**src/design/depq_pkg.sv**
```systemverilog
// ----------------------------------------------------------------------------
// depq_pkg
// Shared types and constants of the double-ended priority queue unit.
// ----------------------------------------------------------------------------
package depq_pkg;

   // Default number of values the store can hold.
   localparam int DepqCapacity = 64;

   // Width of a stored value and of the reported entry count.
   localparam int DataWidth  = 32;
   localparam int CountWidth = 7;

   // Operation codes carried by an input item.
   typedef enum logic [1:0] {
      OP_INSERT  = 2'd0,
      OP_POP_MIN = 2'd1,
      OP_POP_MAX = 2'd2
   } op_type;

   // Controller states.
   typedef enum logic [2:0] {
      ST_IDLE,
      ST_DECODE,
      ST_INS_RD,
      ST_INS_SH,
      ST_FETCH,
      ST_CAPTURE,
      ST_RESULT
   } state_type;

   // Commands from the controller to the datapath.
   typedef struct packed {
      logic latch;     // capture the accepted item
      logic ins_start; // start an insert at the top of the store
      logic rd_shift;  // read the entry below the insert position
      logic shift;     // move that entry up one place
      logic place;     // write the new value at the insert position
      logic pop_min;   // drop the smallest value
      logic pop_max;   // drop the largest value
      logic rd_min;    // read the new smallest value
      logic rd_max;    // read the new largest value
      logic cap_min;   // load the read data as the minimum
      logic cap_max;   // load the read data as the maximum
      logic set_drop;  // flag a refused insert
      logic load_rsp;  // load the result register
   } cmd_type;

   // Status from the datapath to the controller.
   typedef struct packed {
      logic [1:0] op;       // operation of the item in hand
      logic       full;     // store holds its capacity
      logic       empty;    // store holds nothing
      logic       last_one; // store holds exactly one value
      logic       pos_zero; // insert position has reached the bottom
      logic       shift_gt; // entry read is greater than the new value
   } status_type;

endpackage

```
**src/design/depq_req_if.sv**
```systemverilog
// ----------------------------------------------------------------------------
// depq_req_if
// Input channel: an operation and a value with a valid/ready handshake.
// ----------------------------------------------------------------------------
interface depq_req_if;
   logic                                 valid;
   logic                                 ready;
   logic [1:0]                           op;
   logic signed [depq_pkg::DataWidth-1:0] value;

   modport source (output valid, output op, output value, input ready);
   modport sink   (input valid, input op, input value, output ready);
endinterface

```
**src/design/depq_rsp_if.sv**
```systemverilog
// ----------------------------------------------------------------------------
// depq_rsp_if
// Result channel: extremes, count and flags with a valid/ready handshake.
// ----------------------------------------------------------------------------
interface depq_rsp_if;
   logic                                  valid;
   logic                                  ready;
   logic signed [depq_pkg::DataWidth-1:0] max_value;
   logic signed [depq_pkg::DataWidth-1:0] min_value;
   logic                                  is_empty;
   logic [depq_pkg::CountWidth-1:0]       entry_count;
   logic                                  dropped;

   modport source (output valid, output max_value, output min_value, output is_empty,
                   output entry_count, output dropped, input ready);
   modport sink   (input valid, input max_value, input min_value, input is_empty,
                   input entry_count, input dropped, output ready);
endinterface

```
**src/design/depq_ram.sv**
```systemverilog
// ----------------------------------------------------------------------------
// depq_ram
// Generic single-write, single-read RAM with a registered read port.
// ----------------------------------------------------------------------------
module depq_ram #(
   parameter int WIDTH = 32,
   parameter int DEPTH = 64
) (
   input  logic                     clock,
   input  logic                     wr_en,
   input  logic [$clog2(DEPTH)-1:0] wr_addr,
   input  logic [WIDTH-1:0]         wr_data,
   input  logic                     rd_en,
   input  logic [$clog2(DEPTH)-1:0] rd_addr,
   output logic [WIDTH-1:0]         rd_data
);

   logic [WIDTH-1:0] mem_ff [DEPTH];
   logic [WIDTH-1:0] rd_data_ff;

   always_ff @(posedge clock) begin
      if (wr_en) begin
         mem_ff[wr_addr] <= wr_data;
      end
      if (rd_en) begin
         rd_data_ff <= mem_ff[rd_addr];
      end
   end

   assign rd_data = rd_data_ff;

endmodule

```
**src/design/depq_dp.sv**
```systemverilog
// ----------------------------------------------------------------------------
// depq_dp
// Datapath: circular sorted store in RAM, head and count pointers, cached
// extremes and the result register.
// ----------------------------------------------------------------------------
module depq_dp #(
   parameter int CAPACITY = depq_pkg::DepqCapacity
) (
   input  logic                                  clock,
   input  logic                                  reset,
   input  depq_pkg::cmd_type                     cmd,
   input  logic [1:0]                            req_op,
   input  logic signed [depq_pkg::DataWidth-1:0] req_value,
   output depq_pkg::status_type                  status,
   output logic signed [depq_pkg::DataWidth-1:0] rsp_max_value,
   output logic signed [depq_pkg::DataWidth-1:0] rsp_min_value,
   output logic                                  rsp_is_empty,
   output logic [depq_pkg::CountWidth-1:0]       rsp_entry_count,
   output logic                                  rsp_dropped
);
   import depq_pkg::*;

   localparam int AW = $clog2(CAPACITY);
   localparam int CW = $clog2(CAPACITY + 1);
   localparam logic [AW:0]   CapWide  = (AW + 1)'(CAPACITY);
   localparam logic [CW-1:0] CapCount = CW'(CAPACITY);
   localparam logic [AW-1:0] LastAddr = AW'(CAPACITY - 1);

   // Physical address of a logical position counted from the head.
   function automatic logic [AW-1:0] wrap_addr(input logic [AW-1:0] base,
                                                input logic [AW-1:0] off);
      logic [AW:0] sum;
      sum = {1'b0, base} + {1'b0, off};
      if (sum >= CapWide) begin
         sum = sum - CapWide;
      end
      return sum[AW-1:0];
   endfunction

   logic [CW-1:0]                 count_ff, count_in;
   logic [AW-1:0]                 head_ff, head_in;
   logic [AW-1:0]                 pos_ff, pos_in;
   logic [1:0]                    op_ff;
   logic signed [DataWidth-1:0]   val_ff;
   logic signed [DataWidth-1:0]   min_ff, min_in;
   logic signed [DataWidth-1:0]   max_ff, max_in;
   logic                          drop_ff;
   logic signed [DataWidth-1:0]   rsp_max_ff, rsp_min_ff;
   logic                          rsp_empty_ff, rsp_drop_ff;
   logic [CountWidth-1:0]         rsp_count_ff;

   logic                          wr_en, rd_en;
   logic [AW-1:0]                 wr_addr, rd_addr;
   logic [DataWidth-1:0]          wr_data, rd_data;
   logic signed [DataWidth-1:0]   rd_value;

   assign rd_value = $signed(rd_data);

   // Store access.
   always_comb begin
      wr_en   = cmd.shift | cmd.place;
      wr_addr = wrap_addr(head_ff, pos_ff);
      wr_data = cmd.shift ? rd_data : val_ff;
      rd_en   = cmd.rd_shift | cmd.rd_min | cmd.rd_max;
      rd_addr = wrap_addr(head_ff, AW'(count_ff - 1'b1));
      if (cmd.rd_shift) begin
         rd_addr = wrap_addr(head_ff, pos_ff - 1'b1);
      end else if (cmd.rd_min) begin
         rd_addr = head_ff;
      end
   end

   depq_ram #(
      .WIDTH (DataWidth),
      .DEPTH (CAPACITY)
   ) u_store (
      .clock   (clock),
      .wr_en   (wr_en),
      .wr_addr (wr_addr),
      .wr_data (wr_data),
      .rd_en   (rd_en),
      .rd_addr (rd_addr),
      .rd_data (rd_data)
   );

   // Pointer and extreme updates.
   always_comb begin
      count_in = count_ff;
      head_in  = head_ff;
      pos_in   = pos_ff;
      min_in   = min_ff;
      max_in   = max_ff;
      if (cmd.ins_start) begin
         pos_in = AW'(count_ff);
      end
      if (cmd.shift) begin
         pos_in = pos_ff - 1'b1;
      end
      if (cmd.place) begin
         count_in = count_ff + 1'b1;
         if (count_ff == '0) begin
            min_in = val_ff;
            max_in = val_ff;
         end else begin
            min_in = (val_ff < min_ff) ? val_ff : min_ff;
            max_in = (val_ff > max_ff) ? val_ff : max_ff;
         end
      end
      if (cmd.pop_min) begin
         count_in = count_ff - 1'b1;
         head_in  = (head_ff == LastAddr) ? '0 : head_ff + 1'b1;
      end
      if (cmd.pop_max) begin
         count_in = count_ff - 1'b1;
      end
      if (cmd.cap_min) begin
         min_in = rd_value;
      end
      if (cmd.cap_max) begin
         max_in = rd_value;
      end
   end

   always_ff @(posedge clock) begin
      if (reset) begin
         count_ff <= '0;
         head_ff  <= '0;
         drop_ff  <= 1'b0;
      end else begin
         count_ff <= count_in;
         head_ff  <= head_in;
         if (cmd.latch) begin
            drop_ff <= 1'b0;
         end else if (cmd.set_drop) begin
            drop_ff <= 1'b1;
         end
      end
   end

   always_ff @(posedge clock) begin
      pos_ff <= pos_in;
      min_ff <= min_in;
      max_ff <= max_in;
      if (cmd.latch) begin
         op_ff  <= req_op;
         val_ff <= req_value;
      end
      if (cmd.load_rsp) begin
         rsp_max_ff   <= (count_ff == '0) ? '0 : max_ff;
         rsp_min_ff   <= (count_ff == '0) ? '0 : min_ff;
         rsp_empty_ff <= (count_ff == '0);
         rsp_count_ff <= CountWidth'(count_ff);
         rsp_drop_ff  <= drop_ff;
      end
   end

   always_comb begin
      status.op       = op_ff;
      status.full     = (count_ff == CapCount);
      status.empty    = (count_ff == '0);
      status.last_one = (count_ff == CW'(1));
      status.pos_zero = (pos_ff == '0);
      status.shift_gt = (rd_value > val_ff);
   end

   assign rsp_max_value   = rsp_max_ff;
   assign rsp_min_value   = rsp_min_ff;
   assign rsp_is_empty    = rsp_empty_ff;
   assign rsp_entry_count = rsp_count_ff;
   assign rsp_dropped     = rsp_drop_ff;

`ifndef ASSERT_OFF
   a_count_bound: assert property (@(posedge clock) disable iff (reset)
      count_ff <= CapCount)
      else $error("Entry count exceeds the capacity.");

   a_place_not_full: assert property (@(posedge clock) disable iff (reset)
      cmd.place |-> (count_ff != CapCount))
      else $error("Value written into a full store.");

   a_pop_count: assert property (@(posedge clock) disable iff (reset)
      (cmd.pop_min || cmd.pop_max) |=> (count_ff == $past(count_ff) - 1'b1))
      else $error("Removal did not lower the count by one.");

   a_shift_above_bottom: assert property (@(posedge clock) disable iff (reset)
      cmd.shift |-> (pos_ff != '0))
      else $error("Shift attempted below the head of the store.");
`endif

endmodule

```
**src/design/depq_ctrl.sv**
```systemverilog
// ----------------------------------------------------------------------------
// depq_ctrl
// Controller: sequences one item through the datapath and owns the
// handshakes of both channels.
// ----------------------------------------------------------------------------
module depq_ctrl (
   input  logic                 clock,
   input  logic                 reset,
   input  logic                 req_valid,
   output logic                 req_ready,
   output logic                 rsp_valid,
   input  logic                 rsp_ready,
   input  depq_pkg::status_type status,
   output depq_pkg::cmd_type    cmd
);
   import depq_pkg::*;

   state_type state_ff, state_in;
   logic      rsp_valid_ff, rsp_valid_in;

   always_ff @(posedge clock) begin
      if (reset) begin
         state_ff     <= ST_IDLE;
         rsp_valid_ff <= 1'b0;
      end else begin
         state_ff     <= state_in;
         rsp_valid_ff <= rsp_valid_in;
      end
   end

   always_comb begin
      state_in     = state_ff;
      cmd          = '0;
      req_ready    = 1'b0;
      rsp_valid_in = rsp_valid_ff & ~rsp_ready;
      unique case (state_ff)
         ST_IDLE: begin
            // No item is taken while reset is held.
            req_ready = ~reset;
            if (req_valid && !reset) begin
               cmd.latch = 1'b1;
               state_in  = ST_DECODE;
            end
         end
         ST_DECODE: begin
            unique case (status.op)
               OP_INSERT: begin
                  if (status.full) begin
                     cmd.set_drop = 1'b1;
                     state_in     = ST_RESULT;
                  end else begin
                     cmd.ins_start = 1'b1;
                     state_in      = ST_INS_RD;
                  end
               end
               OP_POP_MIN: begin
                  if (status.empty) begin
                     state_in = ST_RESULT;
                  end else begin
                     cmd.pop_min = 1'b1;
                     state_in    = status.last_one ? ST_RESULT : ST_FETCH;
                  end
               end
               OP_POP_MAX: begin
                  if (status.empty) begin
                     state_in = ST_RESULT;
                  end else begin
                     cmd.pop_max = 1'b1;
                     state_in    = status.last_one ? ST_RESULT : ST_FETCH;
                  end
               end
               default: begin
                  state_in = ST_RESULT;
               end
            endcase
         end
         ST_INS_RD: begin
            if (status.pos_zero) begin
               cmd.place = 1'b1;
               state_in  = ST_RESULT;
            end else begin
               cmd.rd_shift = 1'b1;
               state_in     = ST_INS_SH;
            end
         end
         ST_INS_SH: begin
            if (status.shift_gt) begin
               cmd.shift = 1'b1;
               state_in  = ST_INS_RD;
            end else begin
               cmd.place = 1'b1;
               state_in  = ST_RESULT;
            end
         end
         ST_FETCH: begin
            if (status.op == OP_POP_MIN) begin
               cmd.rd_min = 1'b1;
            end else begin
               cmd.rd_max = 1'b1;
            end
            state_in = ST_CAPTURE;
         end
         ST_CAPTURE: begin
            if (status.op == OP_POP_MIN) begin
               cmd.cap_min = 1'b1;
            end else begin
               cmd.cap_max = 1'b1;
            end
            state_in = ST_RESULT;
         end
         ST_RESULT: begin
            if (!rsp_valid_ff || rsp_ready) begin
               cmd.load_rsp = 1'b1;
               rsp_valid_in = 1'b1;
               state_in     = ST_IDLE;
            end
         end
         default: begin
            state_in = ST_IDLE;
         end
      endcase
   end

   assign rsp_valid = rsp_valid_ff;

`ifndef ASSERT_OFF
   a_load_only_in_result: assert property (@(posedge clock) disable iff (reset)
      cmd.load_rsp |-> (state_ff == ST_RESULT))
      else $error("Result register loaded outside the result state.");

   a_latch_leads_to_decode: assert property (@(posedge clock) disable iff (reset)
      cmd.latch |=> (state_ff == ST_DECODE))
      else $error("Accepted item was not decoded next.");

   a_write_exclusive: assert property (@(posedge clock) disable iff (reset)
      !(cmd.shift && cmd.place))
      else $error("Shift and place issued together.");
`endif

endmodule

```
**src/design/double_ended_priority_queue_unit.sv**
```systemverilog
// ----------------------------------------------------------------------------
// double_ended_priority_queue_unit
// Bounded double-ended priority queue of signed 32-bit values.
// ----------------------------------------------------------------------------
// The unit keeps up to CAPACITY signed values, duplicates allowed, sorted in
// ascending order in a single RAM used as a circular buffer: the smallest
// value sits at the head pointer and the largest at head plus count less one.
// Each item on the request channel inserts a value, removes the smallest or
// removes the largest; one result item follows every request item and
// reports the largest and smallest values held (both zero when empty), the
// count and whether an insert was refused because the store was full.
// Removal on an empty store and the unused operation code leave the store
// unchanged. The minimum and maximum are cached in registers, so a removal
// at either end only moves a pointer and reads back one entry; an insert
// walks down from the top, reading and comparing one entry per step through
// the RAM's single read and write ports. A result still waiting in the
// output register holds the item in the result state until it is taken.
// The next request item is accepted while an earlier result still waits in
// the output register. The RAM is not cleared after reset; only entries
// inside the held range are ever read.
// ----------------------------------------------------------------------------
module double_ended_priority_queue_unit #(
   parameter int CAPACITY = depq_pkg::DepqCapacity
) (
   input  logic        clock,
   input  logic        reset,
   depq_req_if.sink    req_if,
   depq_rsp_if.source  rsp_if
);
   import depq_pkg::*;

   cmd_type    cmd;
   status_type status;

   // Controller: walks each item through decode, insert steps or the
   // read-back of a new extreme, and loads the result register.
   depq_ctrl u_ctrl (
      .clock     (clock),
      .reset     (reset),
      .req_valid (req_if.valid),
      .req_ready (req_if.ready),
      .rsp_valid (rsp_if.valid),
      .rsp_ready (rsp_if.ready),
      .status    (status),
      .cmd       (cmd)
   );

   // Datapath: the sorted store, its pointers, the cached extremes and the
   // result payload.
   depq_dp #(
      .CAPACITY (CAPACITY)
   ) u_dp (
      .clock           (clock),
      .reset           (reset),
      .cmd             (cmd),
      .req_op          (req_if.op),
      .req_value       (req_if.value),
      .status          (status),
      .rsp_max_value   (rsp_if.max_value),
      .rsp_min_value   (rsp_if.min_value),
      .rsp_is_empty    (rsp_if.is_empty),
      .rsp_entry_count (rsp_if.entry_count),
      .rsp_dropped     (rsp_if.dropped)
   );

endmodule

```
**src/flat_wrapper.sv**
```systemverilog
// flat-port wrapper written by rule: the top's interface ports become plain ports
module double_ended_priority_queue_unit_flat import depq_pkg::*;
#(
   parameter int CAPACITY = depq_pkg::DepqCapacity
)
  (clock, reset, req_if_valid, req_if_op, req_if_value, req_if_ready, rsp_if_valid, rsp_if_max_value, rsp_if_min_value, rsp_if_is_empty, rsp_if_entry_count, rsp_if_dropped, rsp_if_ready);
  depq_req_if req_if_i ();
  depq_rsp_if rsp_if_i ();
  input  logic clock;
  input  logic reset;
  input wire logic [$bits(req_if_i.valid)-1:0] req_if_valid;
  input wire logic [$bits(req_if_i.op)-1:0] req_if_op;
  input wire logic [$bits(req_if_i.value)-1:0] req_if_value;
  output wire logic [$bits(req_if_i.ready)-1:0] req_if_ready;
  output wire logic [$bits(rsp_if_i.valid)-1:0] rsp_if_valid;
  output wire logic [$bits(rsp_if_i.max_value)-1:0] rsp_if_max_value;
  output wire logic [$bits(rsp_if_i.min_value)-1:0] rsp_if_min_value;
  output wire logic [$bits(rsp_if_i.is_empty)-1:0] rsp_if_is_empty;
  output wire logic [$bits(rsp_if_i.entry_count)-1:0] rsp_if_entry_count;
  output wire logic [$bits(rsp_if_i.dropped)-1:0] rsp_if_dropped;
  input wire logic [$bits(rsp_if_i.ready)-1:0] rsp_if_ready;
  assign req_if_i.valid = req_if_valid;
  assign req_if_i.op = req_if_op;
  assign req_if_i.value = req_if_value;
  assign req_if_ready = req_if_i.ready;
  assign rsp_if_valid = rsp_if_i.valid;
  assign rsp_if_max_value = rsp_if_i.max_value;
  assign rsp_if_min_value = rsp_if_i.min_value;
  assign rsp_if_is_empty = rsp_if_i.is_empty;
  assign rsp_if_entry_count = rsp_if_i.entry_count;
  assign rsp_if_dropped = rsp_if_i.dropped;
  assign rsp_if_i.ready = rsp_if_ready;
  double_ended_priority_queue_unit #(.CAPACITY(CAPACITY)) u_core (.clock(clock), .reset(reset), .req_if(req_if_i), .rsp_if(rsp_if_i));
endmodule
```
**config.mk**
```make
export PLATFORM = sky130hd
export DESIGN_NAME = double_ended_priority_queue_unit_flat
export DESIGN_NICKNAME = d
export VERILOG_FILES = /design/src/design/depq_pkg.sv /design/src/design/depq_req_if.sv /design/src/design/depq_rsp_if.sv /design/src/design/depq_ram.sv /design/src/design/depq_dp.sv /design/src/design/depq_ctrl.sv /design/src/design/double_ended_priority_queue_unit.sv /design/src/flat_wrapper.sv
export SDC_FILE = /design/constraint.sdc
export NUM_CORES = 2
export LEC_CHECK = 0
export ABC_AREA = 1
export BUFFER_PORTS_ARGS = -buffer_cell sky130_fd_sc_hd__buf_2
export CORE_ASPECT_RATIO = 0.5
export CORE_MARGIN = 3
export CORE_UTILIZATION = 30
export DETAILED_ROUTE_END_ITERATION = 10
export SETUP_SLACK_MARGIN = 0.4
export SLEW_MARGIN = 20
export SYNTH_ARGS = -nofsm -noshare
export SYNTH_HDL_FRONTEND = slang
export SYNTH_SLANG_ARGS = --single-unit
```
**constraint.sdc**
```tcl
create_clock -name clock -period 19.85 [get_ports clock]
set_input_delay 2.9775 -clock clock [delete_from_list [all_inputs] [get_ports clock]]
set_output_delay 2.9775 -clock clock [all_outputs]
set_load 0.02 [all_outputs]
```
---- Word level (Yosys, flattened, before mapping) ----
Memories as Yosys holds them, arrays and structs flattened. A register that Yosys moved wholly into a read port is not among the register bits.
Cells that the tools add are included.
cells by class
  $add $sub $neg .......................... 10
  multipliers ............................. 0
  div/mod/pow operators ................... 0
  order comparisons ....................... 6
  equal/unequal tests ..................... 13
  shift operators ......................... 0
  mux-type cells .......................... 59
  bitwise operators ....................... 6
  reductions and logical operators ........ 19
operators by type and width
  operator                                                            number
  32-bit two-way mux                                                  9
  32-bit > comparator                                                 2
  6-bit two-way mux                                                   8
  32-bit less-than comparator                                         1
  1-bit two-way mux                                                   26
  6-bit by 1-bit subtractor with 6-bit output, second input constant  4
  6-bit by 6-bit adder with 7-bit output                              3
  7-bit >= comparator, second input constant                          3
  7-bit two-way mux                                                   3
  3-bit case mux with 7 select lines                                  1
  3-bit two-way mux                                                   5
  2-bit two-way mux                                                   5
  3-bit == test, second input constant                                3
  3-bit nonzero test                                                  3
  7-bit by 1-bit adder with 7-bit output, second input constant       1
  7-bit by 1-bit == test with 1-bit output, second input constant     1
  7-bit == test, second input constant                                1
  7-bit logical NOT                                                   1
  7-bit by 1-bit subtractor with 7-bit output, second input constant  1
  6-bit by 1-bit adder with 6-bit output, second input constant       1
  3-bit by 2-bit == test with 1-bit output, second input constant     2
  6-bit == test, second input constant                                1
  6-bit logical NOT                                                   1
  3-bit case mux with 2 select lines                                  1
  other kinds (16)                                                    26
storage, ports and cells
  register bits ........................... 195
  latch bits .............................. 0
  bits in writable memories ............... 2,048
  ROM bits ................................ 0
  input port bits ......................... 38
  output and inout bits ................... 75
  logic and storage cells ................. 129
  memories ................................ 1
memories
  memory                      depth  width  read ports  clocked after memory_dff  write ports  RTL line        source
  u_core.u_dp.u_store.mem_ff  64     32     1           1                         1            depq_ram.sv:18  logic [WIDTH-1:0] mem_ff [DEPTH];

---- Depth between registers and ports, before layout ----
  word-level depth ........................ 6
  mapped depth ............................ 20
  gate-level depth less buffers ........... 20

---- Cells and area by module ----
A second synthesis with hierarchy kept.
second synthesis, totals
  cell total of the unflattened synthesis .. 7,977
  area total of the unflattened synthesis .. 94,290.4 µm²
by module, submodules not included
  module     times used  cells each  area each (µm²)  sequential area each (µm²)
  depq_ram   1           6,769       83,058.4         62,459.9
  depq_dp    1           1,134       10,797.9         5,595.4
  depq_ctrl  1           74          434.2            80.1

---- Worst setup path after synthesis ----
No wires, ideal clock.
  kind .................................... input to register
  start ................................... input rsp_if_ready
  end ..................................... register u_core.u_dp.rsp_drop_ff (netlist: u_core.u_dp.rsp_dropped), enable pin
  library setup time ...................... 684 ps
  arrival ................................. 9,921 ps
  data required time ...................... 19,166 ps
  slack ................................... 9,245 ps
  cell stages on the path ................. 2
  path buffers ............................ 0
  cell sequence ........................... nor2_1 -> nor4_1
RTL lines
  item                  RTL line            source
  start, declared       flat_wrapper.sv:21  input wire logic [$bits(rsp_if_i.ready)-1:0] rsp_if_ready;
  end signal, assigned  depq_dp.sv:153      rsp_drop_ff <= drop_ff;
  end, declared         depq_dp.sv:49       logic rsp_empty_ff, rsp_drop_ff;

---- Worst setup path after layout ----
  start ................................... register u_core.u_dp.op_ff[1]
  end ..................................... register u_core.u_dp.u_store.rd_data_ff[15] (netlist: u_core.u_dp.u_store.rd_data[15]) (read register of u_core.u_dp.u_store.mem_ff) (data pin)
on the way
  longest elaborated chain between the ends .. 5
  elaborated cells between the ends (all ways) .. 8
  classes of those cells .................. eq/ne (1); mux (5); bitwise (2)
ends and longest elaborated chain
  item                                                   RTL line                      source
  start, declared                                        depq_dp.sv:43                 logic [1:0] op_ff;
  start signal, assigned                                 depq_dp.sv:145                op_ff <= req_op;
  2-bit by 1-bit == test with 1-bit output *             depq_ctrl.sv:96               if (status.op == OP_POP_MIN) begin
  1-bit two-way mux                                      depq_ctrl.sv:96
  2-bit two-way mux *                                    depq_ctrl.sv:36               unique case (state_ff)
  6-bit two-way mux or 1-bit bitwise OR (tied branches)  depq_dp.sv:68, depq_dp.sv:64
  6-bit two-way mux or 1-bit bitwise OR (tied branches)  depq_dp.sv:66, depq_dp.sv:64
  end, declared                                          depq_ram.sv:19                logic [WIDTH-1:0] rd_data_ff;
Mark *: on every way between the ends. The rest lies on a longest branch, timed or not.
A chain may end at the register's enable or synchronous reset.

==> impl_metrics.csv <==
group,metric,value,unit
run_status,status,"complete, no violations",
final_layout,fillCellCount,32100,
worst_setup_path,critPathMaxFanout,89,
routing,first_pass_iters,6,
die,core-area,327000,um2
pwr,power.density,139,nW/um2
placed_design,routabilityCongestion,0.831,
global_routing,grt_remaining_overflow,0,
clocking,cts_tree,"built",
timing,period_share,0.324,
synth,syn-instance-count,9126,
final_layout,instances_no_fill,13700,
placed_design,dp_cells,13300,
timing,relSlewSlack,0.197,
timing,tightest_slew,1.21,ns
clocking,clkTransAtPathRegs,0.06,ns
placed_design,hpwl,156000,um
timing,setup_slack,13.42,ns
timing,min_period,6.43,ns
die,die_h,412,um
die,io_pins,113,
worst_setup_path,crit_path_top_delay_cell,"buf_4",
global_routing,grt_max_degree,221,
min_path,hold_path_class,"register to register",
routing,route.detailed.drc,0,
synth,synth_edf_count,2257,
pwr,peakVddDrop,0.000152,V
clocking,post_cts.repair.setup_buffers,0,
die,die_x,819,um
routing,viasPerCell,4.88,
synth,synthFlopType,"edfxtp_1",
synth,ys_seq_area_frac,0.688,
worst_setup_path,crit_arrival,7.03,ns
clocking,cts_buffer_depth,3,
clocking,cts_sinks,2275,
routing,drt-initial-drc-count,7859,
timing,maxSlewViolCount,0,
routing,drt-total-wl,293000,um
synth,yosysWarnings,0,
clocking,root_buffer,"clkbuf_16",
routing,ant_nets,0,
synth,synthArstFlopShare,0,
synth,ys_ff_latch,2275,
worst_setup_path,crit_chain,"inv_1 -> ha_1 -> nand3_2 -> inv_1 -> nand2_1 -> nand2_1 -> nand2_1 -> nand2_4 -> buf_6 -> buf_4 -> buf_4 -> buf_4 -> nand2_1 -> nand3_1 -> nand3_1 -> nand3_1 -> nand3_1 -> nand3_1 -> nand2_1",
synth,synth_nets,9287,
routing,vias,67000,
routing,wl_per_cell,21.4,um
worst_setup_path,required,20.45,ns
global_routing,grt_usage,0.168,
worst_setup_path,crit_path_end_kind,"register",
final_layout,layout.nets,9313,
final_layout,area_growth,13.5,%
clocking,cts_buffers,224,
die,dieArea,338000,um2
timing,fmax,155,MHz
global_routing,grt_pass1_vias,61800,
die,initial_core_util,0.303,
clocking,ctsResizeCount,0,
final_layout,final_common_cell,"nand2_1",
timing,hold_violations,0,
pwr,leakagePower,44.3,nW
final_layout,layout_common_cells,"nand2_1 (2,404), edfxtp_1 (2,257), inv_1 (1,546), nand3_1 (1,495), o211ai_1 (326)",
job,timing.max_cap.violations,0,
die,rows,148,
synth,synth_area,99000,um2
timing,setup_viol,0,
synth,synthDistinctLibCells,42,
final_layout,drive_above_1_share,0.0755,
placed_design,pre_cts_slack,13.23,ns
synth,syn_area_per_cell,10.9,um2
min_path,hold_path_depth,0,
timing,skew,0.0328,ns
worst_setup_path,ff2ff_path_depth,19,
clocking,cts_hold_buf,0,
clocking,clkLatencyLatePin,0.87,ns
timing,fin_setup_tns,0,ns
worst_setup_path,cpPeakStageDelay,0.92,ns
worst_setup_path,criticalPathCategory,"register to register",
clocking,h-tree-depth,4,
timing,grt_setup_unrepaired,"false",
worst_setup_path,startpoint_type,"register",
global_routing,grt_pass1_wl,423000,um
global_routing,antenna_found_initial,12,
placed_design,port_buffers,112,
final_layout,fin_util,0.344,
## registers in the layout, summed over array words and instances (netlist names), 2 cells and up
signal and cells:
u_core.u_dp.u_store.mem_ff 2048, u_core.u_dp.max_ff 32, u_core.u_dp.min_ff 32, u_core.u_dp.rsp_max_value 32, u_core.u_dp.rsp_min_value 32, u_core.u_dp.u_store.rd_data 32
u_core.u_dp.val_ff 32, u_core.u_dp.count_ff 7, u_core.u_dp.rsp_entry_count 7, u_core.u_dp.head_ff 6, u_core.u_dp.pos_ff 6, u_core.u_ctrl.state_ff 3
u_core.u_dp.op_ff 2
## layout make-up
class                      count  area [um2]  share of cell area
clock inverter               137        1400              0.0124
antenna                       13        32.5            0.000289
timing repair buffer         274        1890              0.0168
clock buffer                 286        5890              0.0524
inverter                    1553        5840              0.0520
sequential                  2275       68100               0.606
tap                         4350        5440              0.0484
multi-input combinational   4824       23800               0.212
## Yosys cell counts, types with 2 or more instances
library cell,number,area (um2)
buf_4,6,45.0
nand4_1,23,144
edfxtp_1,2257,67800
fa_1,3,60.1
o21ai_0,133,666
ha_1,120,1500
o21a_1,7,52.6
clkbuf_1,102,383
nor2_1,178,668
buf_2,316,1580
a31oi_1,3,18.8
o211ai_1,326,2450
inv_1,1550,5820
a21oi_1,61,305
nand2_1,2409,9040
xnor2_1,5,43.8
dfxtp_1,18,360
o31ai_1,2,15.0
xor2_1,18,158
nor2_2,2,12.5
inv_2,2,7.51
nand3_1,1496,7490
buf_1,49,184
nor3_1,17,85.1
nand3_2,2,20.0
o21bai_1,3,22.5
nor4_1,3,18.8
## final timing paths
kind | slack, ns | startpoint | endpoint
setup / recovery | 13.42 | u_core.u_dp.op_ff[1]$_DFFE_PP_ | u_core.u_dp.u_store.rd_data[15]$_DFFE_PP_
hold / removal | 0.48 | u_core.u_dp.drop_ff$_SDFFE_PP0P_ | u_core.u_dp.rsp_dropped$_DFFE_PP_
setup reg to reg | 13.42 | u_core.u_dp.op_ff[1]$_DFFE_PP_ | u_core.u_dp.u_store.rd_data[15]$_DFFE_PP_
hold reg to reg | 0.48 | u_core.u_dp.drop_ff$_SDFFE_PP0P_ | u_core.u_dp.rsp_dropped$_DFFE_PP_
## routing by layer
layer	vias up	wire length (um)	track usage
met2	2929	134000	0.270
met4	2	9390	0.0569
met1	33000	124000	0.234
met3	435	26300	0.0255
li1	30600	-	-
met5	-	12	0
## logic make-up (layout without fill, tap and decap cells)
group	after synthesis	count (layout)	share of synthesized area
flip-flops	2275	2275	0.688
AND/OR/NAND/NOR	4133	4133	0.177
buffers and inverters	2027	2250	0.0811
other	0	13	0
adder cells (fa/ha/maj)	123	123	0.0158
XOR/XNOR	23	23	0.00203
AO/OA/AOI/OAI	545	545	0.0365
## power breakdown
group	internal [W]	switching [W]	total, W
logic	0.00128	0.00425	0.00553
registers	0.00567	0.000171	0.00585
clock network	0.00240	0.00184	0.00424
## worst max-delay path: cells and delay by family, from the launching register on
family | cells | cell delay (ns)
adder cells (fa/ha/maj) | 1 | 0.28
AND/OR/NAND/NOR | 12 | 1.82
buffers and inverters | 6 | 3.52
flip-flops | 1 | 0.42
## metrics by stage
stage,instance area [um2],hold WS [ns],power [W]
floorplan,99000,0.403,0.00917
global placement,105000,0.463,0.0113
detailed placement,105000,0.468,0.0113
CTS,112000,0.483,0.0156
global route,112000,0.497,0.0163
finish,112000,0.479,0.0156
(Power assumes the default switching activity.)
